**config.mk**
```make
export PLATFORM = sky130hd
export DESIGN_NAME = multichannel_peak_level_meter_top
export DESIGN_NICKNAME = d
export VERILOG_FILES = /design/src/design/plm_pkg.sv /design/src/design/plm_div.sv /design/src/design/plm_datapath.sv /design/src/design/plm_ctrl.sv /design/src/design/multichannel_peak_level_meter_top.sv
export SDC_FILE = /design/constraint.sdc
export NUM_CORES = 1
export LEC_CHECK = 0
export ABC_AREA = 1
export ABC_CLOCK_PERIOD_IN_PS = 4300
export BUFFER_PORTS_ARGS = -buffer_cell sky130_fd_sc_hd__buf_2
export CAP_MARGIN = 20
export CORE_ASPECT_RATIO = 1.75
export CORE_MARGIN = 3
export CORE_UTILIZATION = 40
export DETAILED_ROUTE_END_ITERATION = 10
export GPL_TIMING_DRIVEN = 0
export SLEW_MARGIN = 5
export SYNTH_ARGS = -nofsm -noshare
export SYNTH_HDL_FRONTEND = slang
export SYNTH_SLANG_ARGS = --single-unit
export TNS_END_PERCENT = 1
```
**constraint.sdc**
```tcl
create_clock -name clk -period 4.3 [get_ports clk]
set_input_delay 0.215 -clock clk [delete_from_list [all_inputs] [get_ports clk]]
set_output_delay 0.215 -clock clk [all_outputs]
set_load 0.02 [all_outputs]
```
**src/design/plm_pkg.sv**
```systemverilog
package plm_pkg;

    // Fixed field widths of the register and payload fields
    localparam int COUNT_BITS     = 4;
    localparam int GAIN_BITS      = 16;
    localparam int GAIN_FRAC_BITS = 12;
    localparam int CFG_DATA_BITS  = 16;
    localparam int CFG_INDEX_BITS = 1;

    // Register indexes on the configuration port
    localparam logic [CFG_INDEX_BITS-1:0] REG_CHANNEL_COUNT = 1'd0;
    localparam logic [CFG_INDEX_BITS-1:0] REG_VOLUME_GAIN   = 1'd1;

    // Register reset values; unity gain in Q4.12
    localparam logic [COUNT_BITS-1:0] RESET_CHANNEL_COUNT = 4'd2;
    localparam logic [GAIN_BITS-1:0]  UNITY_GAIN          = 16'd4096;

    // Commands from the controller to the datapath
    typedef struct packed {
        logic accept;
        logic sum_clear;
        logic sum_step;
        logic peak_clear;
        logic div_start;
        logic div_sel_level;
        logic out_load;
    } ctrl_cmd_t;

    // Status from the datapath to the controller
    typedef struct packed {
        logic sum_last;
        logic div_done;
        logic out_busy;
    } dp_status_t;

endpackage

```
**src/design/plm_div.sv**
```systemverilog
module plm_div #(
    parameter int DIVIDEND_BITS = 36,
    parameter int DIVISOR_BITS  = 16
) (
    input  logic                     clk,
    input  logic                     rst_n,
    input  logic                     start,
    input  logic [DIVIDEND_BITS-1:0] dividend,
    input  logic [DIVISOR_BITS-1:0]  divisor,
    output logic                     done,
    output logic [DIVIDEND_BITS-1:0] quotient
);

    localparam int CNT_BITS = $clog2(DIVIDEND_BITS + 1);

    logic                     busy_reg;
    logic                     busy_next;
    logic [CNT_BITS-1:0]      cnt_reg;
    logic [CNT_BITS-1:0]      cnt_next;
    logic [DIVISOR_BITS-1:0]  rem_reg;
    logic [DIVISOR_BITS-1:0]  rem_next;
    logic [DIVIDEND_BITS-1:0] quo_reg;
    logic [DIVIDEND_BITS-1:0] quo_next;
    logic [DIVISOR_BITS-1:0]  dsr_reg;
    logic [DIVISOR_BITS-1:0]  dsr_next;
    logic [DIVISOR_BITS:0]    rem_shift;
    logic [DIVISOR_BITS:0]    rem_trial;
    logic                     fits;

    // One restoring step: shift in the next dividend bit, subtract if it fits
    assign rem_shift = {rem_reg, quo_reg[DIVIDEND_BITS-1]};
    assign fits      = rem_shift >= {1'b0, dsr_reg};
    assign rem_trial = rem_shift - {1'b0, dsr_reg};

    always_comb
    begin
        busy_next = busy_reg;
        cnt_next  = cnt_reg;
        rem_next  = rem_reg;
        quo_next  = quo_reg;
        dsr_next  = dsr_reg;
        if (start)
        begin
            busy_next = 1'b1;
            cnt_next  = CNT_BITS'(DIVIDEND_BITS);
            rem_next  = '0;
            quo_next  = dividend;
            dsr_next  = divisor;
        end
        else if (busy_reg)
        begin
            rem_next = fits ? rem_trial[DIVISOR_BITS-1:0] : rem_shift[DIVISOR_BITS-1:0];
            quo_next = {quo_reg[DIVIDEND_BITS-2:0], fits};
            cnt_next = cnt_reg - CNT_BITS'(1);
            if (cnt_reg == CNT_BITS'(1))
            begin
                busy_next = 1'b0;
            end
        end
    end

    // Hold control state under reset
    always_ff @(posedge clk or negedge rst_n)
    begin
        if (!rst_n)
        begin
            busy_reg <= 1'b0;
            cnt_reg  <= '0;
        end
        else
        begin
            busy_reg <= busy_next;
            cnt_reg  <= cnt_next;
        end
    end

    // Advance the working registers
    always_ff @(posedge clk)
    begin
        rem_reg <= rem_next;
        quo_reg <= quo_next;
        dsr_reg <= dsr_next;
    end

    assign done     = busy_reg && (cnt_reg == CNT_BITS'(1));
    assign quotient = quo_reg;

endmodule

```
**src/design/plm_datapath.sv**
```systemverilog
module plm_datapath #(
    parameter int MAX_CHANNELS = 8,
    parameter int SAMPLE_BITS  = 24
) (
    input  logic                                   clk,
    input  logic                                   rst_n,
    input  logic                                   cfg_wr_en,
    input  logic [plm_pkg::CFG_INDEX_BITS-1:0]     cfg_index,
    input  logic [plm_pkg::CFG_DATA_BITS-1:0]      cfg_wdata,
    input  logic signed [SAMPLE_BITS-1:0]          sample,
    input  logic                                   last_of_block,
    input  logic                                   out_ready,
    output logic                                   out_valid,
    output logic [SAMPLE_BITS-1:0]                 held_peak,
    input  plm_pkg::ctrl_cmd_t                     cmd,
    output plm_pkg::dp_status_t                    status
);

    import plm_pkg::*;

    localparam int POS_BITS = (MAX_CHANNELS > 1) ? $clog2(MAX_CHANNELS) : 1;
    localparam int NUM_BITS = $clog2(MAX_CHANNELS + 1);
    localparam int CMP_BITS = (NUM_BITS > COUNT_BITS) ? NUM_BITS : COUNT_BITS;
    localparam int SUM_BITS = SAMPLE_BITS + POS_BITS;
    localparam int DIV_BITS = SAMPLE_BITS + GAIN_FRAC_BITS;

    logic [COUNT_BITS-1:0]  count_reg;
    logic [GAIN_BITS-1:0]   gain_reg;
    logic [POS_BITS-1:0]    pos_reg;
    logic [POS_BITS-1:0]    pos_next;
    logic [SAMPLE_BITS-1:0] staging_reg [MAX_CHANNELS];
    logic [SAMPLE_BITS-1:0] peak_reg    [MAX_CHANNELS];
    logic [SAMPLE_BITS-1:0] peak_next   [MAX_CHANNELS];
    logic [SUM_BITS-1:0]    sum_reg;
    logic [SUM_BITS-1:0]    sum_next;
    logic [NUM_BITS-1:0]    nz_reg;
    logic [NUM_BITS-1:0]    nz_next;
    logic [POS_BITS-1:0]    sum_idx_reg;
    logic [POS_BITS-1:0]    sum_idx_next;
    logic [SAMPLE_BITS-1:0] held_reg;
    logic [SAMPLE_BITS-1:0] held_next;
    logic                   out_valid_reg;
    logic                   out_valid_next;

    logic [CMP_BITS-1:0]    count_ext;
    logic [NUM_BITS-1:0]    active_n;
    logic [SAMPLE_BITS-1:0] sample_u;
    logic [SAMPLE_BITS-1:0] mag;
    logic                   frame_done;
    logic [SAMPLE_BITS-1:0] sum_peak;
    logic [NUM_BITS-1:0]    nz_div;
    logic [GAIN_BITS-1:0]   gain_eff;
    logic [DIV_BITS-1:0]    div_dividend;
    logic [GAIN_BITS-1:0]   div_divisor;
    logic                   div_done;
    logic [DIV_BITS-1:0]    div_quotient;
    logic [SAMPLE_BITS-1:0] avg;
    logic [SAMPLE_BITS-1:0] level;

    // Clamp the channel count into one to MAX_CHANNELS
    always_comb
    begin
        count_ext = CMP_BITS'(count_reg);
        if (count_ext == '0)
        begin
            active_n = NUM_BITS'(1);
        end
        else if (count_ext > CMP_BITS'(MAX_CHANNELS))
        begin
            active_n = NUM_BITS'(MAX_CHANNELS);
        end
        else
        begin
            active_n = NUM_BITS'(count_ext);
        end
    end

    // Take the exact magnitude; the most negative code maps to 2^(N-1)
    assign sample_u   = sample;
    assign mag        = sample_u[SAMPLE_BITS-1] ? (~sample_u + SAMPLE_BITS'(1)) : sample_u;
    assign frame_done = (NUM_BITS'(pos_reg) + NUM_BITS'(1)) >= active_n;

    // Step the frame position; drop partial frames at block end
    always_comb
    begin
        pos_next = pos_reg;
        if (cmd.accept)
        begin
            if (last_of_block || frame_done)
            begin
                pos_next = '0;
            end
            else
            begin
                pos_next = pos_reg + POS_BITS'(1);
            end
        end
    end

    // Fold a completed frame into the channel peaks, lane by lane
    always_comb
    begin
        logic [SAMPLE_BITS-1:0] view;
        for (int c = 0; c < MAX_CHANNELS; c++)
        begin
            view         = (POS_BITS'(c) == pos_reg) ? mag : staging_reg[c];
            peak_next[c] = peak_reg[c];
            if (cmd.peak_clear)
            begin
                peak_next[c] = '0;
            end
            else if (cmd.accept && frame_done && (NUM_BITS'(c) < active_n)
                     && (view > peak_reg[c]))
            begin
                peak_next[c] = view;
            end
        end
    end

    // Accumulate the peak sum and the nonzero count, one channel a cycle
    assign sum_peak = peak_reg[sum_idx_reg];

    always_comb
    begin
        sum_next     = sum_reg;
        nz_next      = nz_reg;
        sum_idx_next = sum_idx_reg;
        if (cmd.sum_clear)
        begin
            sum_next     = '0;
            nz_next      = '0;
            sum_idx_next = '0;
        end
        else if (cmd.sum_step)
        begin
            sum_next     = sum_reg + SUM_BITS'(sum_peak);
            nz_next      = nz_reg + NUM_BITS'(sum_peak != '0);
            sum_idx_next = sum_idx_reg + POS_BITS'(1);
        end
    end

    // Select operands for the shared divider: average first, then gain
    assign nz_div       = (nz_reg == '0) ? NUM_BITS'(1) : nz_reg;
    assign gain_eff     = (gain_reg == '0) ? UNITY_GAIN : gain_reg;
    assign avg          = div_quotient[SAMPLE_BITS-1:0];
    assign div_dividend = cmd.div_sel_level ? {avg, {GAIN_FRAC_BITS{1'b0}}}
                                            : DIV_BITS'(sum_reg);
    assign div_divisor  = cmd.div_sel_level ? gain_eff : GAIN_BITS'(nz_div);

    plm_div #(
        .DIVIDEND_BITS (DIV_BITS),
        .DIVISOR_BITS  (GAIN_BITS)
    ) u_div (
        .clk      (clk),
        .rst_n    (rst_n),
        .start    (cmd.div_start),
        .dividend (div_dividend),
        .divisor  (div_divisor),
        .done     (div_done),
        .quotient (div_quotient)
    );

    // Saturate the scaled level and max-hold it
    assign level = (|div_quotient[DIV_BITS-1:SAMPLE_BITS]) ? '1
                                                          : div_quotient[SAMPLE_BITS-1:0];

    always_comb
    begin
        held_next      = held_reg;
        out_valid_next = out_valid_reg;
        if (out_ready)
        begin
            out_valid_next = 1'b0;
        end
        if (cmd.out_load)
        begin
            out_valid_next = 1'b1;
            if (level > held_reg)
            begin
                held_next = level;
            end
        end
    end

    // Hold registers and state that reset defines
    always_ff @(posedge clk or negedge rst_n)
    begin
        if (!rst_n)
        begin
            count_reg     <= RESET_CHANNEL_COUNT;
            gain_reg      <= UNITY_GAIN;
            pos_reg       <= '0;
            held_reg      <= '0;
            out_valid_reg <= 1'b0;
            sum_idx_reg   <= '0;
            for (int c = 0; c < MAX_CHANNELS; c++)
            begin
                peak_reg[c] <= '0;
            end
        end
        else
        begin
            if (cfg_wr_en)
            begin
                case (cfg_index)
                    REG_CHANNEL_COUNT: count_reg <= cfg_wdata[COUNT_BITS-1:0];
                    REG_VOLUME_GAIN:   gain_reg  <= cfg_wdata[GAIN_BITS-1:0];
                    default:           ;
                endcase
            end
            pos_reg       <= pos_next;
            held_reg      <= held_next;
            out_valid_reg <= out_valid_next;
            sum_idx_reg   <= sum_idx_next;
            for (int c = 0; c < MAX_CHANNELS; c++)
            begin
                peak_reg[c] <= peak_next[c];
            end
        end
    end

    // Stage the frame in progress and the running sum
    always_ff @(posedge clk)
    begin
        if (cmd.accept)
        begin
            staging_reg[pos_reg] <= mag;
        end
        sum_reg <= sum_next;
        nz_reg  <= nz_next;
    end

    assign status.sum_last = (NUM_BITS'(sum_idx_reg) == (active_n - NUM_BITS'(1)));
    assign status.div_done = div_done;
    assign status.out_busy = out_valid_reg && !out_ready;

    assign out_valid = out_valid_reg;
    assign held_peak = held_reg;

endmodule

```
**src/design/plm_ctrl.sv**
```systemverilog
module plm_ctrl (
    input  logic                clk,
    input  logic                rst_n,
    input  logic                in_valid,
    input  logic                last_of_block,
    output logic                in_ready,
    input  plm_pkg::dp_status_t status,
    output plm_pkg::ctrl_cmd_t  cmd
);

    import plm_pkg::*;

    localparam logic [2:0] S_IDLE     = 3'd0;
    localparam logic [2:0] S_SUM      = 3'd1;
    localparam logic [2:0] S_AVG_GO   = 3'd2;
    localparam logic [2:0] S_AVG_WAIT = 3'd3;
    localparam logic [2:0] S_LVL_GO   = 3'd4;
    localparam logic [2:0] S_LVL_WAIT = 3'd5;
    localparam logic [2:0] S_EMIT     = 3'd6;

    logic [2:0] state_reg;
    logic [2:0] state_next;
    logic       accept;

    assign in_ready = (state_reg == S_IDLE);
    assign accept   = in_valid && in_ready;

    // Sequence the block-end reduction, division and result hand-off
    always_comb
    begin
        state_next        = state_reg;
        cmd               = '0;
        cmd.accept        = accept;
        case (state_reg)
            S_IDLE:
            begin
                if (accept && last_of_block)
                begin
                    cmd.sum_clear = 1'b1;
                    state_next    = S_SUM;
                end
            end
            S_SUM:
            begin
                cmd.sum_step = 1'b1;
                if (status.sum_last)
                begin
                    state_next = S_AVG_GO;
                end
            end
            S_AVG_GO:
            begin
                cmd.div_start  = 1'b1;
                cmd.peak_clear = 1'b1;
                state_next     = S_AVG_WAIT;
            end
            S_AVG_WAIT:
            begin
                if (status.div_done)
                begin
                    state_next = S_LVL_GO;
                end
            end
            S_LVL_GO:
            begin
                cmd.div_start     = 1'b1;
                cmd.div_sel_level = 1'b1;
                state_next        = S_LVL_WAIT;
            end
            S_LVL_WAIT:
            begin
                cmd.div_sel_level = 1'b1;
                if (status.div_done)
                begin
                    state_next = S_EMIT;
                end
            end
            S_EMIT:
            begin
                if (!status.out_busy)
                begin
                    cmd.out_load = 1'b1;
                    state_next   = S_IDLE;
                end
            end
            default:
            begin
                state_next = S_IDLE;
            end
        endcase
    end

    always_ff @(posedge clk or negedge rst_n)
    begin
        if (!rst_n)
        begin
            state_reg <= S_IDLE;
        end
        else
        begin
            state_reg <= state_next;
        end
    end

endmodule

```
**src/design/multichannel_peak_level_meter_top.sv**
```systemverilog
// Channel   Direction  Handshake             Payload
// input     in         in_valid / in_ready   sample, last_of_block
// result    out        out_valid / out_ready held_peak
// config    in         cfg_wr_en             cfg_index, cfg_wdata
//
// A sample without the block-end flag is accepted while the controller is idle. A
// block-end request, N being the active channel count, first sums the N channel
// peaks, then makes two passes through the one-bit-per-cycle divider.
// The result sits in an output register, so the next block starts while it waits.
// Reset clears peaks, position, held level, presets registers at once; no sweep.
// A stalled result stalls the block only when the next block end is ready to emit.
module multichannel_peak_level_meter_top #(
    parameter int MAX_CHANNELS = 8,
    parameter int SAMPLE_BITS  = 24
) (
    input  logic                               clk,
    input  logic                               rst_n,
    input  logic                               in_valid,
    output logic                               in_ready,
    input  logic signed [SAMPLE_BITS-1:0]      sample,
    input  logic                               last_of_block,
    output logic                               out_valid,
    input  logic                               out_ready,
    output logic [SAMPLE_BITS-1:0]             held_peak,
    input  logic                               cfg_wr_en,
    input  logic [plm_pkg::CFG_INDEX_BITS-1:0] cfg_index,
    input  logic [plm_pkg::CFG_DATA_BITS-1:0]  cfg_wdata
);

    import plm_pkg::*;

    ctrl_cmd_t  cmd;
    dp_status_t status;

    plm_ctrl u_ctrl (
        .clk           (clk),
        .rst_n         (rst_n),
        .in_valid      (in_valid),
        .last_of_block (last_of_block),
        .in_ready      (in_ready),
        .status        (status),
        .cmd           (cmd)
    );

    plm_datapath #(
        .MAX_CHANNELS (MAX_CHANNELS),
        .SAMPLE_BITS  (SAMPLE_BITS)
    ) u_dp (
        .clk           (clk),
        .rst_n         (rst_n),
        .cfg_wr_en     (cfg_wr_en),
        .cfg_index     (cfg_index),
        .cfg_wdata     (cfg_wdata),
        .sample        (sample),
        .last_of_block (last_of_block),
        .out_ready     (out_ready),
        .out_valid     (out_valid),
        .held_peak     (held_peak),
        .cmd           (cmd),
        .status        (status)
    );

    // The held level never decays
    assert property (@(posedge clk) disable iff (!rst_n)
        1'b1 |=> (held_peak >= $past(held_peak)))
    else $error("held level decreased");

    // Never load a result over one that is still waiting
    assert property (@(posedge clk) disable iff (!rst_n)
        cmd.out_load |-> !status.out_busy)
    else $error("result loaded while output register busy");

    // Divider completion is a single-cycle pulse
    assert property (@(posedge clk) disable iff (!rst_n)
        status.div_done |=> !status.div_done)
    else $error("divider done held for more than one cycle");

    // No sample enters while the peaks are being reduced
    assert property (@(posedge clk) disable iff (!rst_n)
        (cmd.sum_step || cmd.peak_clear || cmd.div_start) |-> !in_ready)
    else $error("input ready during block-end processing");

endmodule
```
==> flow_summary.json, run 1 <==
{
  "critPathArrivalTime_ps": 4860,
  "drive_above_1_share_pct": 8.93,
  "first_global_vias": 31200,
  "gr-total-overflow": 0,
  "dp.cells": 5791,
  "busiest_layer": "met2",
  "yosysWarnings": 0,
  "clk_path_buf_depth": 3,
  "cts_sinks": 544,
  "layoutNonFillerInstCount": 5922,
  "gr-usage-met1_pct": 31.2,
  "path_max_fanout": 10,
  "gp_congestion": 1.02,
  "synthTopCellsByArea": "edfxtp_1 (21%), dfrtp_1 (18%), nand2_1 (15%)",
  "ys.flop_type": "dfrtp_1",
  "place_hpwl_mm": 110,
  "criticalPathCategory": "reg2reg",
  "critPathCaptureType": "flop",
  "synthesis.nets": 4866,
  "cts_inserted_buffers": 55,
  "ys_seq_area_share_pct": 42.2,
  "fmax_mhz": 232,
  "finalHoldViolations": 0,
  "fin_crit_ps": 4310,
  "post_drt_wl_per_cell_um": 24.0,
  "yosys_register_bits": 544,
  "clk_pin_slew_ps": 70,
  "cp_cell_sequence": "buf_2, buf_1, o211ai_1, nand2_1, o21ai_1, inv_1, ha_1, nand2_1, inv_1, nand2_1, nand2_1, inv_1, nand3_1, nand2_1, nand2_1, nand2_1, nand3_1, nand3_1, inv_1",
  "start_util_pct": 40.4,
  "tightest_slew_ps": 1160,
  "final_nets": 5047,
  "power.density_nw_per_um2": 777,
  "netlist_area_um2": 34600,
  "reg2reg_depth": 19,
  "final.fill_count": 8655,
  "violations": "setup timing",
  "status": "complete, but fails checks",
  "path_common_cell": "nand2_1",
  "drtIter0Drc": 2449,
  "clk_latency_ps": 670,
  "numPortBuffers": 71,
  "routed_wl_mm": 142,
  "synth_top_area_cell": "edfxtp_1",
  "avgSynthCellArea_um2": 7.62,
  "cp-start-kind": "flop",
  "worstPathRequired_ps": 4850,
  "synth_most_common_cell": "nand2_1",
  "yosys-top-cells-count": "nand2_1 (1,361), inv_1 (671), nand3_1 (458)",
  "num_rows": 142,
  "grt_max_degree": 95,
  "async_reset_ff_share_pct": 46.5,
  "cts_tree": "yes",
  "h-tree-depth": 2,
  "antenna_found_initial": 5,
  "tns_ps": -14.1,
  "fin_crit_sh_pct": 100,
  "num_vias": 31600,
  "ant_nets": 0,
  "rsz0062_at_grt": "yes",
  "crit_path_max_incr_delay_ps": 790,
  "setup_viol": 1,
  "setup_ws_ps": -14.1,
  "cp.buffers_inverters": 6,
  "cts_root_buffer": "clkbuf_16",
  "p_leak_uw": 0.0192,
  "drv_cap": 0,
  "grt.total_usage_pct": 30.9,
  "viasPerCell": 5.34,
  "hold_class": "in2reg",
  "drv_slew": 0,
  "reg2reg_setup_slack_ps": -10,
  "r2r-end": "u_dp.sum_reg[13]",
  "grt_use_met3_pct": 3.57,
  "die_area_um2": 90200,
  "die_h_um": 395,
  "startpoint": "u_dp.sum_idx_reg[1]",
  "core_area_um2": 85600,
  "reg2reg_from": "u_dp.sum_idx_reg[1]",
  "skew_ps": 31.6,
  "ys_types": 50,
  "synth_edf_count": 244,
  "synth_top_area_share_pct": 21.2,
  "crit_slowest_cell": "buf_1",
  "use_met2_pct": 56.0,
  "fp.dieW_um": 228,
  "max_slew_margin_pct": 22.5,
  "drc": 0,
  "syn_inst": 4541,
  "ios": 73,
  "grt_pass1_wl_mm": 204,
  "area_growth_pct": 13.8,
  "endpoint": "u_dp.sum_reg[13]",
  "crit_cells": 19,
  "critPathTopFamily": "simple AND/OR/NAND/NOR gates",
  "first_pass_iters": 8,
  "ir_worst_vdd_v": 0.000418
}
==> power by group <==
| group | internal (uW) | leakage, uW | total, uW | switching [uW] |
|---|---|---|---|---|
| registers | 7000 | 0.00604 | 8070 | 1060 |
| logic | 5300 | 0.0122 | 17200 | 11900 |
| clock network | 2960 | 0.000936 | 5290 | 2330 |
| total | 15300 | 0.0192 | 30600 | 15300 |
==> area by class of cell <==
| class | instances | area [um2] | area share, % |
|---|---|---|---|
| clock inverters | 31 | 392 | 0.995 |
| flip-flops and latches | 544 | 14600 | 37.1 |
| plain buffers | 164 | 792 | 2.01 |
| clock buffers | 73 | 1540 | 3.91 |
| diodes | 1 | 2.50 | 0.00636 |
| repair buffers | 124 | 1070 | 2.72 |
| well taps | 1152 | 1440 | 3.66 |
| inverters | 689 | 2600 | 6.60 |
| multi-input cells | 3144 | 16900 | 43.0 |
==> layout by cell type (no fill, tap or decap), types with 24 or more instances in the layout <==
cell | netlist | final
dfxtp_1 | 47 | 47
clkbuf_1 | 74 | 69
dfrtp_1 | 251 | 250
nand2_1 | 1361 | 1348
nor2_1 | 236 | 232
edfxtp_1 | 244 | 244
and2_1 | 30 | 30
o21ai_1 | 53 | 57
o211ai_1 | 56 | 56
clkbuf_16 | 0 | 58
a21boi_0 | 30 | 26
nand3_1 | 458 | 455
a21oi_1 | 171 | 171
inv_1 | 671 | 669
nand4_1 | 24 | 24
buf_2 | 65 | 128
o21ai_0 | 221 | 216
ha_1 | 276 | 275
or2_2 | 53 | 53
==> timing repair <==
action	in CTS	in global routing
buffers inserted	3	0
setup endpoints to repair	198	175
gates resized for setup	25	48
hold buffers	22	0
hold endpoints to repair	102	0
==> through the flow <==
stage                     hold WS, ps  power [uW]  utilization [%]  cell area (um2)  worst slack, ps
after floorplan                 -80.6       18800                -            34600              625
after global placement            444       24700             42.5            36400            -2570
after detailed placement          279       25000             43.2            37000            -1290
after CTS                       0.988       30400             45.8            39300             9.25
after global routing             37.3       32800             45.9            39300            -43.5
final                            33.3       30600             46.0            39400            -14.1
==> how the worst min path moves through the flow <==
stage / startpoint / end / slack, ps / depth (start not counted)
2_1_floorplan: rst_n / u_ctrl.state_reg[0] / -80 / 0
3_3_place_gp: u_dp.nz_reg[3] / u_dp.nz_reg[3] / 440 / 1
3_5_place_dp: rst_n / u_dp.held_peak[4] / 280 / 1
4_1_cts: sample[7] / u_dp.staging_reg[6][7] / 1 / 2
5_1_grt: sample[6] / u_dp.staging_reg[6][6] / 40 / 2
6_report: sample[7] / u_dp.staging_reg[6][7] / 30 / 2
==> cells by family (layout without fill, tap and decap cells) <==
| logic type | after synthesis | in the layout | share of synthesized area (%) |
|---|---|---|---|
| AOI/OAI and AO/OA | 601 | 601 | 9.73 |
| xor gates and xnor gates | 30 | 30 | 0.912 |
| adders and majority gates | 278 | 278 | 10.1 |
| buffers and inverters | 853 | 1081 | 9.63 |
| DFF | 544 | 544 | 42.2 |
| muxes | 2 | 2 | 0.0579 |
| other | 0 | 1 | 0 |
| and+or+nand+nor | 2233 | 2233 | 27.3 |
==> worst register-to-register path: stages, from the launching register on <==
cell and delay, ps:
dfrtp_1 400, buf_2 210, buf_1 790, o211ai_1 520, nand2_1 370, o21ai_1 160, inv_1 100, ha_1 270
nand2_1 260, inv_1 70, nand2_1 70, nand2_1 90, inv_1 80, nand3_1 310, nand2_1 200, nand2_1 70
nand2_1 50, nand3_1 60, nand3_1 90, inv_1 40
==> metal layers <==
layer	vias to the layer above	wire, um
li1	15100	-
met1	14900	48200
met2	1152	71200
met3	477	7310
met4	2	15300
met5	-	13
No activity file was read; power rests on OpenSTA's default activity.
==> run 2: changes to the inputs <==
Settings changed: CORE_UTILIZATION 40 to 64, PLACE_DENSITY set to 0.81.
==> flow_summary.json, run 2 (synthesized netlist as in run 1, its figures left out) <==
{
  "fmax_mhz": 232,
  "drc": 0,
  "drtIter0Drc": 2691,
  "drv_slew": 0,
  "numPortBuffers": 71,
  "final_common_cell": "nand2_1",
  "h-tree-depth": 2,
  "reg2reg_from": "u_dp.sum_idx_reg[1]",
  "ios": 73,
  "finalHoldViolations": 0,
  "regArea_um2": 14600,
  "cts_inserted_buffers": 51,
  "gr-total-overflow": 0,
  "core_area_um2": 53400,
  "r2r-end": "u_dp.sum_reg[25]",
  "crit_path_max_incr_delay_ps": 650,
  "fin_crit_sh_pct": 100,
  "path_common_cell": "nand3_1",
  "tightest_slew_ps": 1070,
  "criticalPathCategory": "reg2reg",
  "path_max_fanout": 10,
  "reg2reg_setup_slack_ps": -20,
  "die_area_um2": 57000,
  "fin_crit_ps": 4320,
  "gp_congestion": 1.15,
  "max_slew_margin_pct": 28.7,
  "grt.total_usage_pct": 43.4,
  "crit_slowest_cell": "clkbuf_1",
  "grt_pass1_wl_mm": 185,
  "grt_use_met3_pct": 8.89,
  "setup_viol": 2,
  "place_area_um2": 36200,
  "whs_ps": 53.8,
  "pre_cts_ws_ps": -812,
  "violations": "setup timing",
  "first_pass_iters": 7,
  "multi_input_area_um2": 16800,
  "rsz0062_at_grt": "yes",
  "drive_above_1_share_pct": 8.31,
  "dp.cells": 5319,
  "place_hpwl_mm": 95.6,
  "ant_nets": 0,
  "setup_ws_ps": -17.9,
  "antenna_found_initial": 9,
  "power.density_nw_per_um2": 775,
  "ir_worst_vdd_v": 0.000460,
  "cp-start-kind": "flop",
  "reg2reg_depth": 17,
  "final.fill_count": 4452,
  "worstHoldPathCells": 2,
  "final_cell_mix": "nand2_1 (1,357), inv_1 (670), nand3_1 (455)",
  "die_h_um": 314,
  "viasPerCell": 5.91,
  "layoutNonFillerInstCount": 5437,
  "start_util_pct": 64.8,
  "stdcell_area_um2": 38300,
  "clk_path_buf_depth": 3,
  "cts_sinks": 544,
  "fp.dieW_um": 182,
  "min_from": "sample[7]",
  "cts_tree": "yes",
  "drv_cap": 0,
  "area_growth_pct": 10.6,
  "busiest_layer": "met2",
  "critPathTopFamily": "simple AND/OR/NAND/NOR gates",
  "tns_ps": -29.2,
  "num_rows": 112,
  "routed_wl_mm": 125,
  "final_nets": 5033,
  "p_leak_uw": 0.0190,
  "skew_ps": 28.9,
  "num_vias": 32100,
  "critPathCaptureType": "flop",
  "status": "complete, but fails checks",
  "clk_pin_slew_ps": 60,
  "cp.buffers_inverters": 3,
  "hold_class": "in2reg",
  "gr-usage-met1_pct": 44.8,
  "use_met2_pct": 73.2,
  "grt_max_degree": 105,
  "worstPathRequired_ps": 4800,
  "cp_cell_sequence": "buf_2, clkbuf_1, a21oi_1, o21ai_0, nand3_1, o21ai_0, inv_1, ha_1, nand2_1, nor2_1, nand3_1, nand3_1, nand2_1, nand3_1, nand3_1, nand2_1, nor2_1",
  "critPathArrivalTime_ps": 4820,
  "post_drt_wl_per_cell_um": 23.0,
  "first_global_vias": 31600,
  "clk_latency_ps": 630,
  "cts_root_buffer": "clkbuf_16",
  "min_to": "u_dp.staging_reg[5][7]"
}
==> run 2: metrics by stage <==
| step | power, uW | utilization, % |
|---|---|---|
| 6_report | 29700 | 71.6 |
| 5_1_grt | 31700 | 71.6 |
| 4_1_cts | 29100 | 71.5 |
| 3_5_place_dp | 24300 | 67.9 |
| 3_3_place_gp | 23900 | 67.0 |
| 2_1_floorplan | 18800 | - |
==> run 2: per-layer routing <==
layer | vias to the layer above | wire length, um
met5 | - | 42
met4 | 6 | 14700
met3 | 597 | 10500
met2 | 1603 | 59400
met1 | 14900 | 40500
li1 | 15000 | -
==> run 2: how the worst max path moves through the flow <==
stage	endpoint	startpoint	depth (start not counted)	slack, ps
3_5_place_dp	u_dp.peak_reg[106]	sample[0]	21	-810
2_1_floorplan	u_dp.staging_reg[7][0]	u_ctrl.state_reg[1]	5	630
6_report	u_dp.sum_reg[25]	u_dp.sum_idx_reg[1]	17	-20
5_1_grt	u_dp.peak_reg[50]	u_dp.pos_reg[1]	18	-150
3_3_place_gp	u_dp.peak_reg[50]	rst_n	1	-2190
4_1_cts	u_dp.peak_reg[91]	u_dp.pos_reg[1]	19	10
==> run 2: cell type report <==
type | instances | area share, %
Sequential cell | 544 | 38.2
Inverter | 689 | 6.77
Buffer | 163 | 2.02
Timing Repair Buffer | 115 | 2.38
Antenna cell | 2 | 0.0131
Clock buffer | 66 | 3.60
Clock inverter | 30 | 0.857
Tap cell | 684 | 2.24
Multi-Input combinational cell | 3144 | 43.9
==> run 2: what timing repair did <==
action | CTS | global route
gates resized for setup | 14 | 32
setup endpoints to repair | 92 | 180
hold endpoints to repair | 92 | 0
pin swaps | 0 | 2
buffers inserted | 0 | 2
hold buffers | 19 | 0
==> run 2: power by group <==
group / internal, uW / switching [uW] / leakage, uW
clock: 2640 / 2130 / 0.000842
combinational: 5250 / 11600 / 0.0121
sequential: 7000 / 1010 / 0.00604
==> run 2: worst register-to-register path, stage by stage, from the launching register on <==
cell,delay (ps)
dfrtp_1,350
buf_2,270
clkbuf_1,650
a21oi_1,70
o21ai_0,150
nand3_1,630
o21ai_0,490
inv_1,100
ha_1,360
nand2_1,180
nor2_1,220
nand3_1,90
nand3_1,180
nand2_1,90
nand3_1,140
nand3_1,100
nand2_1,90
nor2_1,40
